`config.mk`:
```
export PLATFORM = sky130hd
export DESIGN_NAME = vpnt_cfg
export DESIGN_NICKNAME = d
export VERILOG_FILES = /design/src/hw/rtl/vpnt_pkg.sv /design/src/hw/rtl/vpnt_cfg.sv
export SDC_FILE = /design/constraint.sdc
export NUM_CORES = 1
export LEC_CHECK = 0
export BUFFER_PORTS_ARGS = -buffer_cell sky130_fd_sc_hd__buf_2
export CORE_AREA = 2 2 229 231
export CTS_BUF_LIST = sky130_fd_sc_hd__clkbuf_16
export DETAILED_ROUTE_END_ITERATION = 10
export DIE_AREA = 0 0 231 233
export MAX_ROUTING_LAYER = met4
export PLACE_DENSITY = 0.65
export SLEW_MARGIN = 20
export SYNTH_ARGS = -nofsm -noshare
export SYNTH_HDL_FRONTEND = slang
export SYNTH_SLANG_ARGS = --single-unit
```
`constraint.sdc`:
```
create_clock -name clk -period 1.25 [get_ports clk]
set_clock_uncertainty 0.1 [all_clocks]
set_input_delay 0 -clock clk [delete_from_list [all_inputs] [get_ports clk]]
set_output_delay 0 -clock clk [all_outputs]
set_load 0.005 [all_outputs]
```
`src/hw/rtl/vpnt_pkg.sv`:
```
package vpnt_pkg;

  localparam int unsigned CoordW  = 32;
  localparam int unsigned EntryW  = 16;
  localparam int unsigned ColW    = 64;
  localparam int unsigned ProdW   = CoordW + EntryW;
  localparam int unsigned SumW    = ProdW + 2;
  localparam int unsigned FracCut = 8;
  localparam int unsigned CfgIdxW = 4;

  // Configuration register indexes.
  typedef enum logic [CfgIdxW-1:0] {
    REG_MODEL_COL0 = 4'd0,
    REG_MODEL_COL1 = 4'd1,
    REG_MODEL_COL2 = 4'd2,
    REG_MODEL_COL3 = 4'd3,
    REG_MVP_COL0   = 4'd4,
    REG_MVP_COL1   = 4'd5,
    REG_MVP_COL2   = 4'd6,
    REG_MVP_COL3   = 4'd7
  } cfg_reg_t;

  // Identity matrix columns.
  localparam logic [ColW-1:0] IdentCol0 = 64'h0000_0000_0000_0100;
  localparam logic [ColW-1:0] IdentCol1 = 64'h0000_0000_0100_0000;
  localparam logic [ColW-1:0] IdentCol2 = 64'h0000_0100_0000_0000;
  localparam logic [ColW-1:0] IdentCol3 = 64'h0100_0000_0000_0000;

  // A matrix as [column][row] of Q8.8 entries; row 0 sits in the low bits.
  typedef logic [3:0][3:0][EntryW-1:0] mat_t;

  typedef struct packed {
    logic signed [CoordW-1:0] pos_x;
    logic signed [CoordW-1:0] pos_y;
    logic signed [CoordW-1:0] pos_z;
    logic signed [CoordW-1:0] nrm_x;
    logic signed [CoordW-1:0] nrm_y;
    logic signed [CoordW-1:0] nrm_z;
  } vtx_in_t;

  typedef struct packed {
    logic signed [CoordW-1:0] world_x;
    logic signed [CoordW-1:0] world_y;
    logic signed [CoordW-1:0] world_z;
    logic signed [CoordW-1:0] wnrm_x;
    logic signed [CoordW-1:0] wnrm_y;
    logic signed [CoordW-1:0] wnrm_z;
    logic signed [CoordW-1:0] clip_x;
    logic signed [CoordW-1:0] clip_y;
    logic signed [CoordW-1:0] clip_z;
    logic signed [CoordW-1:0] clip_w;
  } vtx_out_t;

  // Per-stage load strobes from the pipeline control to the datapath.
  typedef struct packed {
    logic ld1;
    logic ld2;
    logic ld3;
  } pipe_ctl_t;

endpackage

```
`src/hw/rtl/vpnt_cfg.sv`:
```
module vpnt_cfg
  import vpnt_pkg::*;
(
  input  logic               clk,
  input  logic               rst,
  input  logic               cfg_we,
  input  logic [CfgIdxW-1:0] cfg_index,
  input  logic [ColW-1:0]    cfg_data,
  output mat_t               model_mat,
  output mat_t               mvp_mat
);

  mat_t model;
  mat_t mvp;

  always_ff @(posedge clk) begin
    if (rst) begin
      model <= {IdentCol3, IdentCol2, IdentCol1, IdentCol0};
      mvp   <= {IdentCol3, IdentCol2, IdentCol1, IdentCol0};
    end else if (cfg_we) begin
      unique case (cfg_index)
        REG_MODEL_COL0: model[0] <= cfg_data;
        REG_MODEL_COL1: model[1] <= cfg_data;
        REG_MODEL_COL2: model[2] <= cfg_data;
        REG_MODEL_COL3: model[3] <= cfg_data;
        REG_MVP_COL0:   mvp[0]   <= cfg_data;
        REG_MVP_COL1:   mvp[1]   <= cfg_data;
        REG_MVP_COL2:   mvp[2]   <= cfg_data;
        REG_MVP_COL3:   mvp[3]   <= cfg_data;
        default: begin
          // Writes to unused indexes are dropped.
        end
      endcase
    end
  end

  assign model_mat = model;
  assign mvp_mat   = mvp;

endmodule

```
### Yosys cells after proc, flatten, opt, wreduce, memory -nomap -nowiden

Cells that the tools add are included.

* register bits after elaboration: 512
* bits of input ports: 71
* output and inout bits: 512

* equality and inequality tests: 7
* reductions and logical operators: 9

Operator list (count)
* $eq A4 B3 Y1 const B: 4
* $reduce_and A2 Y1: 8
* $eq A4 B2 Y1 const B: 2
* $eq A4 B1 Y1 const B: 1
* $logic_not A4 Y1: 1

### Logic depth before layout (Yosys ltp)

* depth after elaboration: 2
* gate-level depth with buffers: 6

### Least setup slack after synthesis

No wires, ideal clock.

* path type: input to register
* start point: in cfg_index[3]
* end point: reg model (netlist bit model_mat[24])
* library setup time: 0.072 ns
* arrival time: 1.004 ns
* data required time: 1.078 ns
* path slack: 0.074 ns
* stages: 6
* buffers on the path: 3
* path through: nor3b_4 -> and2_1 -> buf_2 -> buf_6 -> buf_8 -> mux2i_1

* word-level cells in the longest chain between the ends: 2

RTL lines
* from (decl): line vpnt_cfg.sv:7 `input logic [CfgIdxW-1:0] cfg_index,`
* $logic_not A4 Y1: line vpnt_cfg.sv:21 `unique case (cfg_index)`
* $reduce_and A2 Y1 (no source line)
* to (signal assigned): line vpnt_cfg.sv:18 `model <= {IdentCol3, IdentCol2, IdentCol1, IdentCol0};`
* to (decl): line vpnt_cfg.sv:13 `mat_t model;`

Every way passes these cells.
A chain may end at the register's enable or synchronous reset.

### Worst setup path in the final report

* start point: in cfg_index[0]
* end point: reg mvp (netlist bit mvp_mat[81])

* word-level cells in the longest chain between the ends: 2

RTL lines
* $eq A4 B3 Y1: line vpnt_cfg.sv:21
* $reduce_and A2 Y1 (no source line)
* to (signal assigned): line vpnt_cfg.sv:19 `mvp <= {IdentCol3, IdentCol2, IdentCol1, IdentCol0};`
* to (decl): line vpnt_cfg.sv:14 `mat_t mvp;`

Every way passes these cells.

==> flow_summary.toml <==
[pwr]
p_int_mw = 27.0
p_comb_share_pct = 7.1
switchingPower_mw = 7.93
p_leak_nw = 14.9
clkPwrFrac_pct = 45.3
sequentialPowerShare_pct = 47.6
swShare_pct = 22.7
power_density_mw_per_mm2 = 1280
ir_drop_v = 0.000966

[sta]
timing.hold.ws_ns = -0.0353
setup_slack_ns = -0.00670
drv_slew = 0
fmax_mhz = 796
layout_min_cycle_time_ns = 1.26
finalSetupViolCount = 1
fin_crit_sh_pct = 101
rsz0062_at_grt = "true"
finalHoldViolCount = 8
slew_headroom_pct = 60.4
tightest_slew_ns = 0.594

[drt]
drtIter0Drc = 651
avgRoutedWirePerCell_um = 19.9
ant_nets = 0
routed_wl_um = 63900
drt_pass1_iterations = 5
drc = 0
via_per_inst = 4.76
vias = 15300

[placement]
dpl.hpwl_um = 43600
io_buffer_count = 582
dp_worst_setup_slack_ns = -0.131
placedCellCount = 3015
place.gp.congestion = 0.827

[critical_path]
worst_setup_path_start_kind = "input pin"
rr_worst_depth = 3
r2r-end = "mvp_mat[59]"
arrival_ns = 1.67
rrSetupSlack_ns = 0.02
path_class = "input pin to flop"
worst_ep_required_time_ns = 1.67
cp-end-kind = "flop"
crit_fanout = 31
reg2reg_from = "mvp_mat[59]"

[floorplan]
dieArea_mm2 = 0.0538
die_x_um = 231
initial_utilization_pct = 39.1
coreArea_mm2 = 0.0511
row_count = 83
io_pins = 583
fp.dieH_um = 233

[clock_tree]
htreeDepth = 2
clk_latency_ns = 0.59
numCtsBuffers = 54
cts_root_buf = "clkbuf_16"
cts_num_sinks = 512
tritoncts = "yes"
clk_pin_slew_worst_paths_ns = 0.07
cts_max_path_buffers = 3

[yosys]
ys_types = 17
synthCells = 1797
synth_simple_gate_area_share_pct = 18.5
avgSynthCellArea_um2 = 11.1
ys_seq_area_share_pct = 51.3
synth_top_family_by_area = "multiplexers"
synthAdderAreaFrac_pct = 0
syn_nets = 1868
synth.area.top_cells = "dfxtp_1 (51%), mux2i_1 (26%), nand2b_1 (18%), clkbuf_1 (1.8%), buf_4 (1.1%)"
synth.area.mux_share_pct = 25.6
yosysTopAreaCell = "dfxtp_1"
yosys.area.top_type_share_pct = 51.3
syn_area_mm2 = 0.0200
yosys_warnings = 0
synth_xor_area_share_pct = 0
synth_compound_area_share_pct = 0
synth_seq_cells = 512

[layout]
multi_input_area_mm2 = 0.00888
finalNonFillerCells = 3206
fillers = 4597
drive_gt1_share_pct = 33.0
layout.nets = 2557
regArea_mm2 = 0.0103
syn2layout_area_growth_pct = 37.0
antenna_cells = 0

[status]
violations = "negative hold slack, negative setup slack"
status = "finished, violations left"

[hold_path]
min_to = "mvp_mat[122]"
worstHoldStart = "rst"
hp-class = "input pin to flop"
hold_depth = 5

[global_routing]
grt_pass1_wl_um = 95000
grt_max_degree = 62
grtUsageTotal_pct = 23.5
grt_antenna_before_repair = 0
grt_pass1_vias = 16000
overflow = 0

[flow_run]
maxCapViolations = 0
[power groups by stage]
stage | clock [mW] | combinational (mW) | sequential [mW]
2_1_floorplan | 0 | 1.09 | 17.0
3_3_place_gp | 0 | 2.21 | 17.0
3_5_place_dp | 0 | 2.23 | 17.0
4_1_cts | 16.2 | 2.48 | 16.6
5_1_grt | 16.9 | 2.65 | 16.7
6_report | 15.8 | 2.50 | 16.6
[per-stage QoR]
stage | power, mW | utilization [%] | cell area, µm² | TNS [ns]
floorplan | 18.1 | - | 20000 | 0
global placement | 19.2 | 48.3 | 24700 | -15.90
detailed placement | 19.2 | 48.3 | 24700 | -21.84
CTS | 35.3 | 53.7 | 27500 | 0
global route | 36.2 | 53.6 | 27400 | -0.0860
finish | 35.0 | 53.6 | 27400 | -0.00670
[placed cells by master (no fill, tap or decap), types with 8 or more instances in the layout]
master | netlist | layout
inv_1 | 0 | 8
clkinv_2 | 0 | 10
clkinv_1 | 0 | 11
dfxtp_2 | 0 | 26
clkbuf_16 | 0 | 55
buf_4 | 28 | 77
mux2i_1 | 512 | 512
dfxtp_1 | 512 | 486
buf_2 | 17 | 580
dlygate4sd3_1 | 0 | 89
nand2b_1 | 568 | 568
buf_12 | 0 | 60
nor2_1 | 13 | 13
[per-layer routing]
layer / share of wire [%] / up-vias / track usage (%)
met1: 42 / 7399 / 27.8
met5: 0 / - / -
met2: 47 / 478 / 37.9
met3: 6.0 / 153 / 5.74
met4: 4.2 / 0 / 10.7
li1: - / 7223 / -
[state kept, by name (all words and copies together), names as in the netlist]
| name | flops |
|---|---|
| model_mat | 256 |
| mvp_mat | 256 |
[how the worst max path moves through the flow]
stage              startpoint        endpoint  depth (start not counted)  slack (ns)
2_1_floorplan    cfg_index[3]   model_mat[24]                          6        0.07
3_5_place_dp     cfg_index[3]  model_mat[237]                          6       -0.13
3_3_place_gp              rst   model_mat[63]                          4       -0.16
5_1_grt        model_mat[250]  model_mat[250]                          2       -0.05
6_report         cfg_index[0]     mvp_mat[81]                          7      -0.007
4_1_cts                   rst     mvp_mat[63]                          6        0.01
[worst max-delay path, cell delays in order]
cell and delay [ns]:
dlygate4sd3_1 0.57, buf_2 0.16, nor2b_1 0.14, buf_4 0.15
nand2_4 0.09, buf_16 0.23, mux2i_1 0.24
[cells in the mapped netlist, drive strengths merged]
master    n
nand2b  568
dfxtp   512
mux2i   512
clkbuf   95
buf      83
nor2     13
nand2     6
and2      2
nand3     2
nor2b     2
and3b     1
nor3b     1
[cell families after synthesis]
family                 count (synthesis)
and+or+nand+nor                      595
muxes                                512
buffers and inverters                178
DFF                                  512
[what timing repair did]
item                                    CTS  global route
gates resized for setup                   1            31
setup buffers                             0             2
endpoints found under the hold margin   512            11
endpoints found under the setup margin    1           129
gates cloned                              0             0
hold buffers                            106            11
[layout make-up]
type | count | share of cell area, %
Sequential cell | 512 | 37.5
Multi-Input combinational cell | 1107 | 32.4
Timing Repair Buffer | 811 | 20.6
Clock buffer | 55 | 5.02
Tap cell | 680 | 3.11
Clock inverter | 41 | 1.28
Power figures use the tool's default switching activity.
