===== config.mk =====
export PLATFORM = sky130hd
export DESIGN_NAME = vpnt_ctrl
export DESIGN_NICKNAME = d
export VERILOG_FILES = /design/src/hw/rtl/vpnt_pkg.sv /design/src/hw/rtl/vpnt_ctrl.sv
export SDC_FILE = /design/constraint.sdc
export NUM_CORES = 1
export LEC_CHECK = 0
export ABC_AREA = 1
export BUFFER_PORTS_ARGS = -buffer_cell sky130_fd_sc_hd__buf_4
export CAP_MARGIN = 20
export CORE_AREA = 5 5 42 44
export CTS_CLUSTER_SIZE = 25
export DETAILED_ROUTE_END_ITERATION = 10
export DIE_AREA = 0 0 47 49
export HOLD_SLACK_MARGIN = 0.08
export SETUP_SLACK_MARGIN = 0.3
export SLEW_MARGIN = 20
export SYNTH_ARGS = -nofsm -noshare
export SYNTH_HDL_FRONTEND = slang
export SYNTH_SLANG_ARGS = --single-unit

===== constraint.sdc =====
create_clock -name clk -period 2.1 [get_ports clk]
set_input_delay 0.315 -clock clk [delete_from_list [all_inputs] [get_ports clk]]
set_output_delay 0.315 -clock clk [all_outputs]
set_load 0.01 [all_outputs]

===== src/hw/rtl/vpnt_pkg.sv =====
package vpnt_pkg;

  localparam int unsigned CoordW  = 32;
  localparam int unsigned EntryW  = 16;
  localparam int unsigned ColW    = 64;
  localparam int unsigned ProdW   = CoordW + EntryW;
  localparam int unsigned SumW    = ProdW + 2;
  localparam int unsigned FracCut = 8;
  localparam int unsigned CfgIdxW = 4;

  // Configuration register indexes.
  typedef enum logic [CfgIdxW-1:0] {
    REG_MODEL_COL0 = 4'd0,
    REG_MODEL_COL1 = 4'd1,
    REG_MODEL_COL2 = 4'd2,
    REG_MODEL_COL3 = 4'd3,
    REG_MVP_COL0   = 4'd4,
    REG_MVP_COL1   = 4'd5,
    REG_MVP_COL2   = 4'd6,
    REG_MVP_COL3   = 4'd7
  } cfg_reg_t;

  // Identity matrix columns.
  localparam logic [ColW-1:0] IdentCol0 = 64'h0000_0000_0000_0100;
  localparam logic [ColW-1:0] IdentCol1 = 64'h0000_0000_0100_0000;
  localparam logic [ColW-1:0] IdentCol2 = 64'h0000_0100_0000_0000;
  localparam logic [ColW-1:0] IdentCol3 = 64'h0100_0000_0000_0000;

  // A matrix as [column][row] of Q8.8 entries; row 0 sits in the low bits.
  typedef logic [3:0][3:0][EntryW-1:0] mat_t;

  typedef struct packed {
    logic signed [CoordW-1:0] pos_x;
    logic signed [CoordW-1:0] pos_y;
    logic signed [CoordW-1:0] pos_z;
    logic signed [CoordW-1:0] nrm_x;
    logic signed [CoordW-1:0] nrm_y;
    logic signed [CoordW-1:0] nrm_z;
  } vtx_in_t;

  typedef struct packed {
    logic signed [CoordW-1:0] world_x;
    logic signed [CoordW-1:0] world_y;
    logic signed [CoordW-1:0] world_z;
    logic signed [CoordW-1:0] wnrm_x;
    logic signed [CoordW-1:0] wnrm_y;
    logic signed [CoordW-1:0] wnrm_z;
    logic signed [CoordW-1:0] clip_x;
    logic signed [CoordW-1:0] clip_y;
    logic signed [CoordW-1:0] clip_z;
    logic signed [CoordW-1:0] clip_w;
  } vtx_out_t;

  // Per-stage load strobes from the pipeline control to the datapath.
  typedef struct packed {
    logic ld1;
    logic ld2;
    logic ld3;
  } pipe_ctl_t;

endpackage


===== src/hw/rtl/vpnt_ctrl.sv =====
module vpnt_ctrl
  import vpnt_pkg::*;
(
  input  logic      clk,
  input  logic      rst,
  input  logic      in_valid,
  output logic      in_stall,
  output logic      out_valid,
  input  logic      out_stall,
  output pipe_ctl_t ctl
);

  logic v1;
  logic v2;
  logic v3;
  logic rdy1;
  logic rdy2;
  logic rdy3;

  // A stage may load when it is empty or when its content moves on.
  assign rdy3 = !v3 || !out_stall;
  assign rdy2 = !v2 || rdy3;
  assign rdy1 = !v1 || rdy2;

  assign ctl.ld1  = rdy1;
  assign ctl.ld2  = rdy2;
  assign ctl.ld3  = rdy3;
  assign in_stall = !rdy1;
  assign out_valid = v3;

  always_ff @(posedge clk) begin
    if (rst) begin
      v1 <= 1'b0;
      v2 <= 1'b0;
      v3 <= 1'b0;
    end else begin
      if (rdy1) v1 <= in_valid;
      if (rdy2) v2 <= v1;
      if (rdy3) v3 <= v2;
    end
  end

`ifndef SYNTH
  a_stall_full: assert property (@(posedge clk) disable iff (rst)
    in_stall |-> (v1 && v2 && v3))
    else $error("input stalled with a free stage");

  a_accept_fills: assert property (@(posedge clk) disable iff (rst)
    (in_valid && !in_stall) |=> v1)
    else $error("accepted item not held in stage 1");

  a_bubble_close: assert property (@(posedge clk) disable iff (rst)
    (v2 && !v3) |=> v3)
    else $error("item did not advance into an empty output stage");

  a_held_result: assert property (@(posedge clk) disable iff (rst)
    (v3 && out_stall) |=> (v3 && (v2 || !$past(v2))))
    else $error("stalled pipeline lost an item");
`endif

endmodule


# Word level (Yosys, flattened, before mapping)
# Cells that the tools add are included.
# totals
regBits	3
elab_cells	11
output_inout_bits	5
in_bits	4
# classes
reduce_logical	8
# ops
op	count
1-bit logical NOT	5
1-bit logical OR	3

# Depth between registers and ports, before layout
# depth
word_depth	5
depth_mapped	2
mapped_depth_nobuf	2

# Least setup slack after synthesis
# OpenSTA, ideal clock, no wires.
# synth_timing
kind	register to output
startpoint	register v3 (netlist: out_valid)
endpoint	output ctl[2] (netlist name)
path_buffers	1
setup_slack_ps	1098
arrival_time_ps	687
path_stages_with_launch	3
t_required_ps	1785
cell_sequence	dfxtp_1 nand4_2 buf_4
# synth_via
elab_chain_cells	4
# synth_lines
item	line_no	source
start, declared	vpnt_ctrl.sv:15	logic v3;
start signal, assigned	vpnt_ctrl.sv:39	if (rdy3) v3 <= v2;
1-bit logical NOT	vpnt_ctrl.sv:21	assign rdy3 = !v3 || !out_stall;
1-bit logical OR	vpnt_ctrl.sv:21	
1-bit logical OR	vpnt_ctrl.sv:22	assign rdy2 = !v2 || rdy3;
1-bit logical OR	vpnt_ctrl.sv:23	assign rdy1 = !v1 || rdy2;
end, declared	vpnt_ctrl.sv:10	output pipe_ctl_t ctl
# Every way passes these cells.

# Final worst setup path
# layout_timing
startpoint	register v3 (netlist: out_valid)
endpoint	output in_stall
# layout_via
elab_chain_cells	5
# layout_lines
item	line_no	source
1-bit logical NOT	vpnt_ctrl.sv:21	
1-bit logical OR	vpnt_ctrl.sv:21	
1-bit logical OR	vpnt_ctrl.sv:22	
1-bit logical OR	vpnt_ctrl.sv:23	
1-bit logical NOT	vpnt_ctrl.sv:28	assign in_stall = !rdy1;
end, declared	vpnt_ctrl.sv:7	output logic in_stall,
# Every way passes these cells.

==> run summary <==
## Power
• **power consumption** 0.0001714 W
• **leakage power total** 0.1075 nW
• **pwr/cell area** 774.1 nW/um^2
• **Max rail drop VDD** 0.00007969 V

## STA
• **Slew Limit Headroom** 90.60%
• **endpoints failing setup** 0
• **setup slack of the critical path after layout** 0.8786 ns
• **unrepaired setup endpoints after global routing** false
• **worst slew pin tran** 0.1407 ns
• **Fin Clk Skew** 0.002846 ns
• **final cycle utilization of the critical path** 58.16%
• **Post-Route Setup TNS** 0 ns
• **Min Clock Period, post-route** 1.221 ns
• **Pins Over Slew Limit** 0
• **f_max** 818.7 MHz
• **Final Hold Fails** 0

## Layout
• **share of layout cells above drive strength 1** 52.00%
• **fraction of the core area covered by cells at the end of the flow** 15.80%
• **count of antenna diodes in the layout** 0
• **top library cells by usage in the layout, fill and taps aside** 8 x sky130_fd_sc_hd__buf_4, 4 x sky130_fd_sc_hd__inv_1, 3 x sky130_fd_sc_hd__clkbuf_4, 3 x sky130_fd_sc_hd__dfxtp_1, 2 x sky130_fd_sc_hd__a21oi_1
• **NumNets Final** 30
• **sequential standard cell area** 60.06 sq um
• **area delta synth->final** 60.91%
• **footprint of the multi-input gates** 40.04 sq um
• **number of fillers in the final layout** 168
• **commonest non-fill, non-tap cell in the layout** sky130_fd_sc_hd__buf_4

## Routing
• **iteration count of the initial detailed-routing pass** 1
• **initial detailed-routing violation count** 0
• **final WL** 258 microns
• **vias per std cell** 3.024
• **wire length per cell after detailed routing** 6.293 microns
• **DRC violations left** 0
• **via count** 124
• **post-detailed-route count of antenna-violating nets** 0

## Clocking
• **clock-pin slew reported for the worst setup and hold paths after clock tree synthesis** 0.04 ns
• **number of levels in the clock H-tree** 1
• **clock latency on the worst-skew pair** 0.23 ns
• **# Post-CTS Setup Buffers** 0
• **number of buffers created by CTS** 3
• **number of gates given a new drive strength after cts** 0
• **hold buffer count at cts** 0
• **clock sink count** 3
• **TritonCTS clock tree** built
• **maximum count of clock buffers along a single path** 2
• **clock root buffer master** sky130_fd_sc_hd__clkbuf_4

## Synth
• **total number of yosys warnings** 0
• **post-synthesis cell count** 16
• **number of distinct library cell variants in the gate-level netlist after synthesis** 8
• **area of the mapped netlist** 137.6 sq um
• **flip-flop and latch count after synthesis** 3
• **Mean Syn Cell Area** 8.602 sq um
• **portion of the post-synthesis area used by sequential elements** 43.64%
• **synthesized netlist net count** 20

## Global route
• **sum of overflow across all layers after global routing** 0
• **pin count of the biggest net entering global routing** 5
• **via count of the first global-routing pass** 123
• **global router's overall resource usage** 3.024%
• **global-route wire length before repair** 414 microns
• **initial antenna violation count** 0

## Worst setup path
• **CP Data Arrival Time** 0.91 ns
• **end of the worst register-to-register path** v1$_SDFFE_PP0P_
• **critical path launch point type** flop
• **endpoint kind of the worst setup timing path** output pin
• **number of cell instances on the worst register-to-register path** 2
• **Reg2Reg Launch Point** out_valid$_SDFFE_PP0P_
• **worst-case register-to-register setup slack** 1.42 ns
• **category of the critical setup timing path** reg2out
• **required time reported for the critical path endpoint** 1.78 ns
• **highest fanout seen on the critical path** 4

## Worst hold path
• **Hold Path Origin** rst
• **Hold Path Cell Cnt** 2
• **endpoint of the worst hold-timing path** v1$_SDFFE_PP0P_
• **Hold Crit Class** in2reg

## Placement
• **half-perimeter wire length after placement** 230 microns
• **number of buffers inserted by port buffering** 8
• **Routability Congestion** 0.5975
• **Post-Place Worst Slack** 1.047 ns

## Outcome
• **outcome** complete, no violations

## Die
• **die area** 2303 sq um
• **cell row count** 14
• **width of the chip** 47 microns
• **starting utilization of the core area** 9.821%
• **floorplan core area** 1401 sq um
• **number of ports placed on the die boundary** 9
• **die boundary height** 49 microns

## Flow run
• **number of violations of the max-capacitance limit** 0

-- critical path, stage by stage (launching register included) --
cell	delay (ns)
sky130_fd_sc_hd__dfxtp_1	0.37
sky130_fd_sc_hd__nand4_2	0.13
sky130_fd_sc_hd__inv_1	0.07
sky130_fd_sc_hd__buf_4	0.11
-- cells in the mapped netlist --
master	n	area (sq um)
sky130_fd_sc_hd__inv_1	4	15.01
sky130_fd_sc_hd__buf_4	3	22.52
sky130_fd_sc_hd__dfxtp_1	3	60.06
sky130_fd_sc_hd__a21oi_1	2	10.01
sky130_fd_sc_hd__a21oi_2	1	8.760
sky130_fd_sc_hd__nand2_1	1	3.750
sky130_fd_sc_hd__nand3_1	1	5.000
sky130_fd_sc_hd__nand4_2	1	12.51
-- flip-flops by register name (all words and copies together), names as in the netlist --
| signal | count |
|---|---|
| out_valid | 1 |
| v1 | 1 |
| v2 | 1 |
-- through the flow --
stage	cell area (sq um)	hold slack (ns)	instances
2_1_floorplan	137.6	0.3774	16
3_3_place_gp	195.2	0.4532	37
3_5_place_dp	195.2	0.4609	37
4_1_cts	221.5	0.2525	41
5_1_grt	221.5	0.2543	41
6_report	221.5	0.2573	41
-- where the power goes --
| group | switching, W | leakage (nW) | internal, W |
|---|---|---|---|
| Clock | 0.0000268 | 0.0150 | 0.0000710 |
| Sequential | 0.00000209 | 0.0247 | 0.0000600 |
| Combinational | 0.00000476 | 0.0678 | 0.00000676 |
| Total | 0.0000337 | 0.108 | 0.000138 |
-- metal layers --
layer	global-route usage (%)	vias to the layer above	part of all wire [%]
met4	6.912	0	0
met2	4.299	4	59
met1	1.313	53	30
li1	-	67	-
met3	1.107	0	11
met5	0	-	0
-- worst max-delay path by stage --
stage,depth (start not counted),endpoint,start,slack [ns]
after floorplan,2,ctl[2],out_valid$_SDFFE_PP0P_,1.10
after global placement,4,in_stall,out_stall,1.05
after detailed placement,4,in_stall,out_stall,1.05
after CTS,3,in_stall,out_valid$_SDFFE_PP0P_,0.85
after global routing,3,in_stall,out_valid$_SDFFE_PP0P_,0.79
final,3,in_stall,out_valid$_SDFFE_PP0P_,0.88
-- cell families after synthesis --
kind of cell           after synthesis  share of synthesized area (%)
AO/OA/AOI/OAI                        3                          13.64
buffers and inverters                7                          27.27
flip-flops                           3                          43.64
AND/OR/NAND/NOR                      3                          15.45
-- final cells by class --
class	instances	share of cell area (%)
Clock buffer	4	11.86
Inverter	4	6.780
Multi-Input combinational cell	6	18.08
Sequential cell	3	27.12
Tap cell	16	9.040
Timing Repair Buffer	8	27.12
No activity file was read; power rests on OpenSTA's default activity.
