## config.mk

```make
export PLATFORM = sky130hd
export DESIGN_NAME = vpnt_row
export DESIGN_NICKNAME = d
export VERILOG_FILES = /design/src/hw/rtl/vpnt_pkg.sv /design/src/hw/rtl/vpnt_row.sv
export SDC_FILE = /design/constraint.sdc
export NUM_CORES = 2
export LEC_CHECK = 0
export ABC_AREA = 0
export BUFFER_PORTS_ARGS = -buffer_cell sky130_fd_sc_hd__buf_2
export CAP_MARGIN = 20
export CORE_ASPECT_RATIO = 1.5
export CORE_MARGIN = 5
export CORE_UTILIZATION = 42
export CTS_BUF_LIST = sky130_fd_sc_hd__clkbuf_8 sky130_fd_sc_hd__clkbuf_16
export CTS_CLUSTER_DIAMETER = 50
export DETAILED_ROUTE_END_ITERATION = 7
export HOLD_SLACK_MARGIN = 0.05
export SYNTH_ARGS = -nofsm -noshare
export SYNTH_HDL_FRONTEND = slang
export SYNTH_SLANG_ARGS = --single-unit
```

## constraint.sdc

```tcl
create_clock -name clk -period 7.3 [get_ports clk]
set_input_delay 1.095 -clock clk [delete_from_list [all_inputs] [get_ports clk]]
set_output_delay 1.095 -clock clk [all_outputs]
set_load 0.03 [all_outputs]
```

## src/hw/rtl/vpnt_pkg.sv

```systemverilog
package vpnt_pkg;

  localparam int unsigned CoordW  = 32;
  localparam int unsigned EntryW  = 16;
  localparam int unsigned ColW    = 64;
  localparam int unsigned ProdW   = CoordW + EntryW;
  localparam int unsigned SumW    = ProdW + 2;
  localparam int unsigned FracCut = 8;
  localparam int unsigned CfgIdxW = 4;

  // Configuration register indexes.
  typedef enum logic [CfgIdxW-1:0] {
    REG_MODEL_COL0 = 4'd0,
    REG_MODEL_COL1 = 4'd1,
    REG_MODEL_COL2 = 4'd2,
    REG_MODEL_COL3 = 4'd3,
    REG_MVP_COL0   = 4'd4,
    REG_MVP_COL1   = 4'd5,
    REG_MVP_COL2   = 4'd6,
    REG_MVP_COL3   = 4'd7
  } cfg_reg_t;

  // Identity matrix columns.
  localparam logic [ColW-1:0] IdentCol0 = 64'h0000_0000_0000_0100;
  localparam logic [ColW-1:0] IdentCol1 = 64'h0000_0000_0100_0000;
  localparam logic [ColW-1:0] IdentCol2 = 64'h0000_0100_0000_0000;
  localparam logic [ColW-1:0] IdentCol3 = 64'h0100_0000_0000_0000;

  // A matrix as [column][row] of Q8.8 entries; row 0 sits in the low bits.
  typedef logic [3:0][3:0][EntryW-1:0] mat_t;

  typedef struct packed {
    logic signed [CoordW-1:0] pos_x;
    logic signed [CoordW-1:0] pos_y;
    logic signed [CoordW-1:0] pos_z;
    logic signed [CoordW-1:0] nrm_x;
    logic signed [CoordW-1:0] nrm_y;
    logic signed [CoordW-1:0] nrm_z;
  } vtx_in_t;

  typedef struct packed {
    logic signed [CoordW-1:0] world_x;
    logic signed [CoordW-1:0] world_y;
    logic signed [CoordW-1:0] world_z;
    logic signed [CoordW-1:0] wnrm_x;
    logic signed [CoordW-1:0] wnrm_y;
    logic signed [CoordW-1:0] wnrm_z;
    logic signed [CoordW-1:0] clip_x;
    logic signed [CoordW-1:0] clip_y;
    logic signed [CoordW-1:0] clip_z;
    logic signed [CoordW-1:0] clip_w;
  } vtx_out_t;

  // Per-stage load strobes from the pipeline control to the datapath.
  typedef struct packed {
    logic ld1;
    logic ld2;
    logic ld3;
  } pipe_ctl_t;

endpackage

```

## src/hw/rtl/vpnt_row.sv

```systemverilog
module vpnt_row
  import vpnt_pkg::*;
(
  input  logic                     clk,
  input  pipe_ctl_t                ctl,
  input  logic signed [EntryW-1:0] c0,
  input  logic signed [EntryW-1:0] c1,
  input  logic signed [EntryW-1:0] c2,
  input  logic signed [EntryW-1:0] c3,
  input  logic signed [CoordW-1:0] x,
  input  logic signed [CoordW-1:0] y,
  input  logic signed [CoordW-1:0] z,
  output logic signed [CoordW-1:0] res
);

  logic signed [ProdW-1:0]  p0;
  logic signed [ProdW-1:0]  p1;
  logic signed [ProdW-1:0]  p2;
  logic signed [CoordW-1:0] tw;
  logic signed [SumW-1:0]   sum;
  logic signed [SumW-1:0]   rnd;
  logic [SumW-FracCut-1:0]  shr;
  logic [CoordW-1:0]        sat;

  // Stage 1: three products, translation aligned to Q24.24.
  always_ff @(posedge clk) begin
    if (ctl.ld1) begin
      p0 <= ProdW'(c0 * x);
      p1 <= ProdW'(c1 * y);
      p2 <= ProdW'(c2 * z);
      tw <= {c3, 16'b0};
    end
  end

  // Stage 2: exact sum.
  always_ff @(posedge clk) begin
    if (ctl.ld2) begin
      sum <= {{2{p0[ProdW-1]}}, p0} + {{2{p1[ProdW-1]}}, p1}
           + {{2{p2[ProdW-1]}}, p2} + {{(SumW-CoordW){tw[CoordW-1]}}, tw};
    end
  end

  // Stage 3: round half up, drop eight fraction bits, clamp to 32 bits.
  always_comb begin
    rnd = sum + SumW'(128);
    shr = rnd[SumW-1:FracCut];
    if (shr[SumW-FracCut-1:CoordW-1] == '0 || shr[SumW-FracCut-1:CoordW-1] == '1) begin
      sat = shr[CoordW-1:0];
    end else if (shr[SumW-FracCut-1]) begin
      sat = {1'b1, {(CoordW-1){1'b0}}};
    end else begin
      sat = {1'b0, {(CoordW-1){1'b1}}};
    end
  end

  always_ff @(posedge clk) begin
    if (ctl.ld3) begin
      res <= sat;
    end
  end

endmodule

```

* After elaboration in Yosys (flattened, before gate mapping)
Cells that the tools add are included.
** Storage, ports and cells
- Logic and storage cells :: 18
- Register bits after elaboration :: 242
- Output and inout bits :: 32
- Bits of input ports :: 164
** Operators by class
- $mul :: 3
- Eq/ne operators :: 1
- Add/subtract/negate cells :: 4
- Reduce and logical (&&, ||, !) cells :: 2
- Multiplexer cells :: 2
** Operator list (count)
- $mul 16x32->48 :: 3
- $mux 32 :: 2
- $add 49x48->50 :: 1
- $add 50x50->50 :: 1
- $add 50x9->50 const B :: 1
- $add 48x48->49 :: 1
- $eq 11x11->1 const B :: 1
- $logic_not 11->1 :: 1
- $logic_or 1x1->1 :: 1

* Longest topological paths before layout
- Depth after elaboration :: 4
- Mapped depth :: 26
- Gate-level depth less buffers :: 25

* Worst setup path after synthesis
Ideal clock, no wire load.
- Path kind :: input to register
- Start :: input y[7]
- End :: register p1[43] (data pin)
- Buffers on the path :: 1
- Arrival :: 6986 ps
- Cell stages on the path :: 25
- Library setup time :: 258 ps
- Required time :: 7042 ps
- Setup slack :: 55 ps
- Cells stage by stage :: clkbuf_1 -> nand2_1 -> fa_1 -> inv_1 -> fa_1 -> inv_1 -> fa_1 -> inv_1 -> fa_1 -> fa_1 -> inv_1 -> fa_1 -> inv_1 -> ha_1 -> a21o_1 -> a21oi_1 -> nor2b_1 -> or4b_1 -> a31oi_2 -> o31ai_1 -> and2_1 -> o41a_1 -> a21bo_1 -> a21boi_2 -> xnor2_1
** Between the ends
- Cells in the longest elaborated chain, start to end :: 1
** Ends and longest elaborated chain
- start: declaration :: RTL line vpnt_row.sv:11 : input logic signed [CoordW-1:0] y,
- $mul 16x32->48 :: RTL line vpnt_row.sv:29 : p1 <= ProdW'(c1 * y);
- end signal: assignment :: RTL line vpnt_row.sv:29
- end: declaration :: RTL line vpnt_row.sv:17 : logic signed [ProdW-1:0] p1;
No other way between the ends.
A chain may end at the register's enable or synchronous reset.

* Final worst setup path
- Start :: input y[10]
- End :: register p1[47] (data pin)
Same word-level chain as after synthesis.

==> flow_summary.yaml <==
run_status:
  outcome: "finished, final reports clean"
setup_path:
  critPathMaxFanout: 7
  r2r_start: "p0[17]$_DFFE_PP_"
  cp_common_cell: "fa_1"
  start_kind: "primary input"
  slowest_delay_ns: 0.55
  crit_start: "y[10]"
  endpoint_kind: "flop"
  crit_type: "in -> reg"
  arrival_ns: 7.32
  crit_slowest_cell: "fa_1"
  cp_data_required_time_ns: 7.59
  critical_path.top_delay_family: "adder cells"
  path_buf_inv: 6
drt:
  final_antenna_net_count: 0
  vias: 47100
  dr.pass1.iters: 6
  post_drt_wl_per_cell_um: 18.2
  route.detailed.drc: 0
  drt_iter0_markers: 2221
  finalWirelength_mm: 172
  routed_via_density: 4.99
floorplan:
  core_mm2: 0.154
  fp.dieH_um: 492
  die_w_um: 331
  row_count: 176
  die-area_mm2: 0.163
  start_util: 0.423
  boundaryPins: 196
hold_path:
  hp-class: "in -> reg"
  min-delay-start: "c3[13]"
grt:
  grt_pass1_wl_mm: 278
  overflow: 0
  use_met2: 0.407
  grt.busiest_layer: "met2"
  use_met1: 0.252
  grt_use_met3: 0.0167
  grt_use_total: 0.216
  antenna_found_initial: 14
  grt_max_degree: 87
  first_global_vias: 52800
timing:
  slew_viol_final: 0
  post-route-period-util: 0.963
  fmax_mhz: 142
  maxSlewHeadroom: 0.316
  finalSetupTns_ns: 0
  setup_viol: 0
  final_hold_viol_count: 0
  clock_skew_ns: 0.0116
  layout_min_cycle_time_ns: 7.03
  worst_pin_slew_ns: 1.03
layout:
  drive_gt1_frac: 0.121
  utilization: 0.478
  nNetsFinal: 9473
  nFillCells: 14700
  area_growth_syn_to_layout_pct: 13.0
clocking:
  postCtsSetupBuffers: 0
  cts.sink_count: 235
  cts_tree: "done"
  clk_pin_slew_ns: 0.06
  cts.path.max_buffers: 3
  insertion_delay_ns: 0.55
  htree_levels: 1
  cts_buffers: 28
  clockRootBuffer: "clkbuf_16"
run:
  cap_violations: 0
logic_synthesis:
  yosysWarnings: 0
  postSynthAreaPerCell_um2: 9.55
  ys_seq_area_frac: 0.109
  yosysUniqueCellTypes: 81
  synth_area_mm2: 0.0650
  synth-edff-count: 235
  yosys_register_bits: 235
  syn-instance-count: 6803
  synth_ff_type: "edfxtp_1"
  synthesis.nets: 8909
  async_reset_ff_frac: 0
placement:
  gp_congestion: 0.906
  dp_hpwl_mm: 152
  port_buffers: 195
[path summary, 6_finish.rpt]
| check | endpoint | slack, ns | cells past startpoint |
|---|---|---|---|
| setup / recovery | p1[47]$_DFFE_PP_ | 0.27 | 25 |
| hold / removal | tw[29]$_DFFE_PP_ | 0.72 | 1 |
| setup reg to reg | sum[42]$_DFFE_PP_ | 2.83 | 12 |
| hold reg to reg | res[0]$_DFFE_PP_ | 0.73 | 2 |
[area by class of cell]
| type | count | area, um^2 | area share |
|---|---|---|---|
| antenna | 7 | 17.5 | 0.000239 |
| clock buffer | 29 | 726 | 0.00988 |
| timing repair buffer | 797 | 5820 | 0.0793 |
| multi-input combinational | 4636 | 50800 | 0.691 |
| sequential | 235 | 7060 | 0.0961 |
| tap | 2047 | 2560 | 0.0349 |
| inverter | 1669 | 6260 | 0.0853 |
| clock inverter | 22 | 225 | 0.00307 |
[repair_timing]
action                                 in CTS  in global routing
setup endpoints to repair                   0                 15
gates resized for setup                     0                 24
endpoints found under the hold margin       0                  0
hold buffers                                0                  0
[per-stage QoR]
stage	setup WS (ns)	instance area, um^2	hold slack, ns	instances
2_1_floorplan	0.0555	65000	0.585	6803
3_3_place_gp	-0.311	72400	0.705	9384
3_5_place_dp	-0.349	72400	0.707	9384
4_1_cts	0.227	73300	0.694	9435
5_1_grt	-0.00831	73400	0.694	9437
6_report	0.270	73400	0.719	9442
[flip-flops by register name (all words and copies together) (netlist names)]
| signal | flops |
|---|---|
| p0 | 48 |
| p1 | 48 |
| p2 | 48 |
| sum | 43 |
| res | 32 |
| tw | 16 |
[routing by layer]
| layer | part of all wire | vias to the layer above |
|---|---|---|
| li1 | - | 21200 |
| met1 | 0.37 | 24300 |
| met2 | 0.54 | 1177 |
| met3 | 0.039 | 422 |
| met4 | 0.051 | 14 |
| met5 | 0.00050 | - |
[cells by family (layout without fill, tap and decap cells)]
logic type | Yosys count | after routing | share of synthesized area
other | 0 | 7 | 0
xor gates and xnor gates | 226 | 226 | 0.0305
DFF | 235 | 235 | 0.109
and+or+nand+nor | 1941 | 1941 | 0.145
AOI/OAI and AO/OA | 526 | 526 | 0.0529
muxes | 1 | 1 | 0.000173
adders and majority gates | 1942 | 1942 | 0.552
buffers and inverters | 1932 | 2517 | 0.112
[worst reg2reg max path: cells and delay by family, from the launching register on]
family                   cells  cell delay, ns
adder cells (fa/ha/maj)      3            1.37
flip-flops                   1            0.50
AO/OA/AOI/OAI                6            1.61
XOR/XNOR                     1            0.13
AND/OR/NAND/NOR              2            0.60
[layout by cell type (no fill, tap or decap), types with 8 or more instances in the layout]
cell type and instances:
o21bai_1 24, nand4_1 27, a31oi_1 17, fa_1 1538, xor2_1 74, and4_1 8
a211oi_1 9, and3_1 19, clkbuf_4 9, buf_2 185, nand2_1 912, nand2b_1 41
nor2b_1 25, edfxtp_1 235, buf_4 578, inv_1 1670, a21o_1 84, nor2_1 181
a21oi_1 172, xnor2_1 152, o21a_1 32, o211ai_1 10, clkbuf_16 29, nand3_1 51
and2_1 620, o21ai_0 80, buf_12 24, nor3_1 26, ha_1 404
[Yosys cell counts (27+ instances only)]
master | n | area [um^2]
a21o_1 | 84 | 631
a21oi_1 | 174 | 871
and2_1 | 620 | 3880
clkbuf_1 | 250 | 938
edfxtp_1 | 235 | 7060
fa_1 | 1538 | 30800
ha_1 | 404 | 5050
inv_1 | 1666 | 6250
nand2_1 | 912 | 3420
nand2b_1 | 41 | 257
nand3_1 | 51 | 255
nand4_1 | 27 | 169
nor2_1 | 181 | 679
o21a_1 | 32 | 240
o21ai_0 | 81 | 405
xnor2_1 | 152 | 1330
xor2_1 | 74 | 648
Power is not shown: default switching activity piles up to over one toggle a cycle in this logic, so the estimate is an artifact.
